===== config.mk =====
export PLATFORM = sky130hd
export DESIGN_NAME = rv64_ctrl
export DESIGN_NICKNAME = d
export VERILOG_FILES = /design/src/rtl/rv64_pkg.sv /design/src/rtl/rv64_ctrl.sv
export SDC_FILE = /design/constraint.sdc
export NUM_CORES = 1
export LEC_CHECK = 0
export BUFFER_PORTS_ARGS = -buffer_cell sky130_fd_sc_hd__buf_2
export CAP_MARGIN = 20
export CORE_AREA = 2 2 39 41
export DETAILED_ROUTE_END_ITERATION = 8
export DIE_AREA = 0 0 41 43
export PLACE_DENSITY = 0.46
export SETUP_SLACK_MARGIN = 0.05
export SYNTH_ARGS = -nofsm -noshare
export SYNTH_HDL_FRONTEND = slang
export SYNTH_SLANG_ARGS = --single-unit

===== constraint.sdc =====
create_clock -name clk -period 3.5 [get_ports clk]
set_input_delay 0.7 -clock clk [delete_from_list [all_inputs] [get_ports clk]]
set_output_delay 0.7 -clock clk [all_outputs]
set_load 0.05 [all_outputs]

===== src/rtl/rv64_pkg.sv =====
`timescale 1ns / 1ps
`default_nettype none
// ----------------------------------------------------------------------------
// rv64_pkg
// Shared types and constants for the RV64IM execute core.
// ----------------------------------------------------------------------------
package rv64_pkg;

    localparam int XLEN   = 64;
    localparam int NREG   = 32;
    localparam int REG_AW = 5;

    localparam logic [6:0] OPC_LUI    = 7'h37;
    localparam logic [6:0] OPC_AUIPC  = 7'h17;
    localparam logic [6:0] OPC_JAL    = 7'h6F;
    localparam logic [6:0] OPC_JALR   = 7'h67;
    localparam logic [6:0] OPC_BRANCH = 7'h63;
    localparam logic [6:0] OPC_LOAD   = 7'h03;
    localparam logic [6:0] OPC_STORE  = 7'h23;
    localparam logic [6:0] OPC_IMM    = 7'h13;
    localparam logic [6:0] OPC_OP     = 7'h33;
    localparam logic [6:0] OPC_IMM32  = 7'h1B;
    localparam logic [6:0] OPC_OP32   = 7'h3B;
    localparam logic [6:0] OPC_SYSTEM = 7'h73;

    localparam logic [6:0] F7_BASE   = 7'h00;
    localparam logic [6:0] F7_ALT    = 7'h20;
    localparam logic [6:0] F7_MULDIV = 7'h01;
    localparam logic [5:0] F6_SRL    = 6'h00;
    localparam logic [5:0] F6_SRA    = 6'h10;

    localparam logic [31:0] INS_ECALL  = 32'h0000_0073;
    localparam logic [31:0] INS_EBREAK = 32'h0010_0073;
    localparam logic [31:0] INS_MRET   = 32'h3020_0073;

    localparam logic [11:0] CSR_SATP    = 12'h180;
    localparam logic [11:0] CSR_MSTATUS = 12'h300;
    localparam logic [11:0] CSR_MEPC    = 12'h341;
    localparam logic [11:0] CSR_MCAUSE  = 12'h342;
    localparam logic [11:0] CSR_MTVEC   = 12'h305;

    localparam logic [REG_AW-1:0] REG_A0 = 5'd10;
    localparam logic [REG_AW-1:0] REG_A7 = 5'd17;

    typedef enum logic [2:0] {
        ST_OK, ST_LOAD, ST_ECALL, ST_HALT, ST_ILLEGAL, ST_CSR_UNK
    } status_t;

    typedef enum logic [1:0] {
        MEM_NONE, MEM_READ, MEM_WRITE
    } memop_t;

    typedef enum logic [2:0] {
        CSR_IDX_SATP, CSR_IDX_MSTATUS, CSR_IDX_MEPC, CSR_IDX_MCAUSE, CSR_IDX_MTVEC,
        CSR_IDX_NONE
    } csr_idx_t;

    typedef struct packed {
        logic latch;
        logic read;
        logic md_start;
        logic wb;
    } dp_cmd_t;

    typedef struct packed {
        logic md_need;
        logic md_done;
    } dp_stat_t;

    typedef struct packed {
        logic [XLEN-1:0] halt_code;
        logic [XLEN-1:0] store_data;
        logic [3:0]      mem_bytes;
        logic [XLEN-1:0] mem_addr;
        memop_t          mem_op;
        logic [XLEN-1:0] next_pc;
        status_t         status;
    } result_t;

    function automatic logic [XLEN-1:0] sx32(input logic [XLEN-1:0] v);
        return {{32{v[31]}}, v[31:0]};
    endfunction

endpackage
`default_nettype wire


===== src/rtl/rv64_ctrl.sv =====
`timescale 1ns / 1ps
`default_nettype none
// ----------------------------------------------------------------------------
// rv64_ctrl
// Sequencer: accept, operand read, optional mul/div, writeback, output valid.
// ----------------------------------------------------------------------------
module rv64_ctrl
(
    input  wire logic               clk,
    input  wire logic               rst_n,
    input  wire logic               in_valid,
    output logic                    in_ready,
    output logic                    out_valid,
    input  wire logic               out_ready,
    output rv64_pkg::dp_cmd_t       cmd,
    input  wire rv64_pkg::dp_stat_t stat
);
    import rv64_pkg::*;

    typedef enum logic [2:0] {S_IDLE, S_READ, S_MDI, S_MD, S_WB} state_t;

    state_t state_reg;
    logic   out_valid_reg;
    logic   wb_ok;

    assign in_ready  = (state_reg == S_IDLE);
    assign out_valid = out_valid_reg;
    assign wb_ok     = !out_valid_reg || out_ready;

    always_comb
    begin
        cmd          = '0;
        cmd.latch    = (state_reg == S_IDLE) && in_valid;
        cmd.read     = (state_reg == S_READ);
        cmd.md_start = (state_reg == S_MDI);
        cmd.wb       = (state_reg == S_WB) && wb_ok;
    end

    always_ff @(posedge clk or negedge rst_n)
    begin
        if (!rst_n)
        begin
            state_reg     <= S_IDLE;
            out_valid_reg <= 1'b0;
        end
        else
        begin
            if (cmd.wb)
                out_valid_reg <= 1'b1;
            else if (out_ready)
                out_valid_reg <= 1'b0;
            unique case (state_reg)
                S_IDLE: if (in_valid) state_reg <= S_READ;
                S_READ: state_reg <= stat.md_need ? S_MDI : S_WB;
                S_MDI:  state_reg <= S_MD;
                S_MD:   if (stat.md_done) state_reg <= S_WB;
                S_WB:   if (wb_ok) state_reg <= S_IDLE;
                default: state_reg <= S_IDLE;
            endcase
        end
    end

    a_cmd_onehot: assert property (@(posedge clk) disable iff (!rst_n)
        $onehot0({cmd.latch, cmd.read, cmd.md_start, cmd.wb}))
        else $error("more than one datapath command");

    a_wb_valid: assert property (@(posedge clk) disable iff (!rst_n)
        cmd.wb |=> out_valid_reg && state_reg == S_IDLE)
        else $error("writeback did not present a result");

    a_accept_read: assert property (@(posedge clk) disable iff (!rst_n)
        cmd.latch |=> state_reg == S_READ)
        else $error("accepted word not followed by operand read");

endmodule
`default_nettype wire


Yosys cells after proc, flatten, opt, wreduce, memory -nomap -nowiden:

Index checks and enable logic that the tools add are counted.

* eq/ne operators: 7
* multiplexer cells: 7
* reductions and logical operators: 7

Operator list (count)
* case mux 3 bit (5 select lines): 1
* 2-to-1 mux 3 bit: 4
* == test 3 x 2 -> 1 bit, second input constant: 2
* != test 2 bit, second input constant: 3
* == test 3 x 1 -> 1 bit, second input constant: 1
* == test 3 bit, second input constant: 1
* logical NOT 3 bit: 1
* AND reduction 3 bit: 1
* logical AND 1 bit: 2
* 2-to-1 mux 1 bit: 2
* nonzero test 2 bit: 1
* logical NOT 1 bit: 1
* logical OR 1 bit: 1

* flip-flop bits (word level): 4
* logic and storage cells: 23

Depth between registers and ports, before layout:

* depth in word-level cells: 4
* depth in mapped cells: 3
* mapped depth without buffers: 2

Least setup slack after synthesis:

Ideal clock, no wire load.

* kind: reg-to-output
* start: register state_reg[0]
* end: output port cmd[3] (netlist bit)
* data arrival time: 2.172 ns
* required time: 2.800 ns
* path slack: 0.628 ns
* cell stages (with the launch flop): 4
* path buffers: 1
* cell sequence: dfrtp_1 -> buf_2 -> nor3_1 -> and2_1

RTL lines
* start, declared: RTL line rv64_ctrl.sv:22 `state_t state_reg;`
* start signal, assigned: RTL line rv64_ctrl.sv:54 `S_READ: state_reg <= stat.md_need ? S_MDI : S_WB;`
* end, declared: RTL line rv64_ctrl.sv:15 `output rv64_pkg::dp_cmd_t cmd,`

==> results.cfg <==
[run_status]
outcome = finished clean

[floorplanning]
fp-row-count = 14
die_h_um = 43
fp.coreArea_sq_mm = 0.001384
chipWidth_um = 41
die_area_sq_mm = 0.001763
start_util_pct = 16.18
io_pins = 12

[synth]
synth_cells = 21
syn_avg_cell_area_sq_um = 10.67
synth_top_area_cell = dfrtp_1
synth.area.top_cells = dfrtp_1, nor3b_1, nand2b_1, o211ai_2, or3b_4
synth_nets = 27
netlist.area_leader.share_pct = 44.69
yosys_register_bits = 4
synth_cell_types = 15
yosysWarnings = 0
ys_seq_area_share_pct = 44.69
netlist_area_sq_um = 224.0

[finish]
area_growth_pct = 41.34
final_common_cell = buf_2
antenna_cells = 0
largest_reg_flops = 3
drive_above_1_share_pct = 50.00
fillers = 166
layout_common_cells = buf_2, dfrtp_1, clkbuf_4
final_util_pct = 22.88
fin_nets = 42

[detailed_routing]
wl_um = 487
drt_iter0_drc = 0
vias = 198
drc = 0
viasPerCell = 3.960
drtPass1Iterations = 1
postRouteAntennaNets = 0
wire_per_inst_um = 9.740

[setup_path]
slowest_delay_ps = 450
worst_setup_path_start_kind = flip-flop
cp_max_fo = 8
worstPathRequired_ps = 2800
reg2reg_slack_ps = 2370
crit_type = flip-flop to output port
crit_slowest_cell = dfrtp_1
r2r_start = state_reg[1]$_DFFE_PN0P_
arrival_ps = 1480
reg2reg_to = state_reg[2]$_DFFE_PN0P_
endpoint_kind = output port
worst_r2r_path_depth = 2
path_cells = or3b_4 -> nor2b_1 -> buf_2

[placement]
gp_congestion = 0.6482
place_worst_setup_slack_ps = 1493
io_buffers = 11
hpwl_um = 355.4

[timing]
finalClockSkew_ps = 8.841
fmax_ghz = 0.4594
fin_crit_sh_pct = 62.19
fin_setup_tns_ps = 0
period_minus_slack_ps = 2177
rsz0062_at_grt = false
slew_headroom_pct = 83.95
slew_violations = 0
timing.final.ws_setup_ps = 1323
worstMarginPinSlew_ps = 240.7
finalSetupViolCount = 0
finalHoldViolations = 0

[clock_network]
clock-sinks = 4
clkLatencyLatePin_ps = 240
ctsLongestPathBuffers = 2
cts-root-buf = clkbuf_4
htreeDepth = 1
cts-hold-fix-buffers = 0
cts_tree = done
cts_resized = 0
cts_setup_buffers = 0
clkSlewWorstSetupHoldPaths_ps = 40
cts_buffers = 3

[grt]
track_usage_pct = 6.344
grt_max_degree = 10
grt_pass1_vias = 168
grt.overflow.total = 0
grt_antenna_before_repair = 0
grt_pass1_wl_um = 710

[hold_path]
min-delay-path-class = input pin to asynchronous set/reset pin

[flow_run]
cap_viol_max_count = 0
-- layout make-up --
class	instances	area, sq um	area share, %
Clock buffer	3	22.52	7.115
Multi-Input combinational cell	16	118.9	37.55
Sequential cell	4	100.1	31.62
Tap cell	16	20.02	6.324
Timing Repair Buffer	11	55.05	17.39
-- Yosys cell counts --
cell type / n
or3b_4: 1
nand4b_1: 1
buf_2: 1
nand3b_1: 1
nand2_1: 1
a21bo_2: 1
dfrtp_1: 4
nand2b_1: 2
a21oi_1: 2
and2_1: 1
nor3b_1: 2
nor2b_1: 1
nor3_1: 1
o211ai_2: 1
or4b_1: 1
-- worst max-delay path by stage --
stage	startpoint	slack, ps	depth (start not counted)	to
2_1_floorplan	state_reg[0]$_DFFE_PN0P_	630	3	cmd[3]
3_3_place_gp	out_ready	1490	4	cmd[0]
3_5_place_dp	out_ready	1490	4	cmd[0]
4_1_cts	state_reg[2]$_DFFE_PN0P_	1300	3	cmd[0]
5_1_grt	state_reg[2]$_DFFE_PN0P_	1230	3	cmd[0]
6_report	state_reg[2]$_DFFE_PN0P_	1320	3	cmd[0]
-- stage by stage --
stage	hold WS (ps)	cell area [sq um]	cells
2_1_floorplan	404.4	224.0	21
3_3_place_gp	505.8	294.0	47
3_5_place_dp	507.0	294.0	47
4_1_cts	248.1	316.6	50
5_1_grt	251.9	316.6	50
6_report	256.7	316.6	50
-- logic make-up (layout without fill, tap and decap cells) --
family | Yosys count | count (layout) | share of synthesized area, %
AND/OR/NAND/NOR | 12 | 12 | 38.55
AO/OA/AOI/OAI | 4 | 4 | 14.52
flip-flops | 4 | 4 | 44.69
buffers and inverters | 1 | 14 | 2.232
-- critical path: cells and delay by family, from the launching register on --
family / cells / cell delay, ps
flip-flops: 1 / 450
buffers and inverters: 1 / 260
AND/OR/NAND/NOR: 2 / 520
-- routing by layer --
| metal | up-vias | part of all wire, % | GRT usage, % |
|---|---|---|---|
| met2 | 14 | 34 | 6.563 |
| met4 | 0 | 0 | 2.000 |
| li1 | 104 | - | - |
| met1 | 80 | 49 | 8.766 |
| met3 | 0 | 16 | 6.283 |
| met5 | - | 0 | 0 |
Power is left out: the tool's default activity adds up to more than one toggle a clock period on the data nets, which glitch-free logic cannot reach.
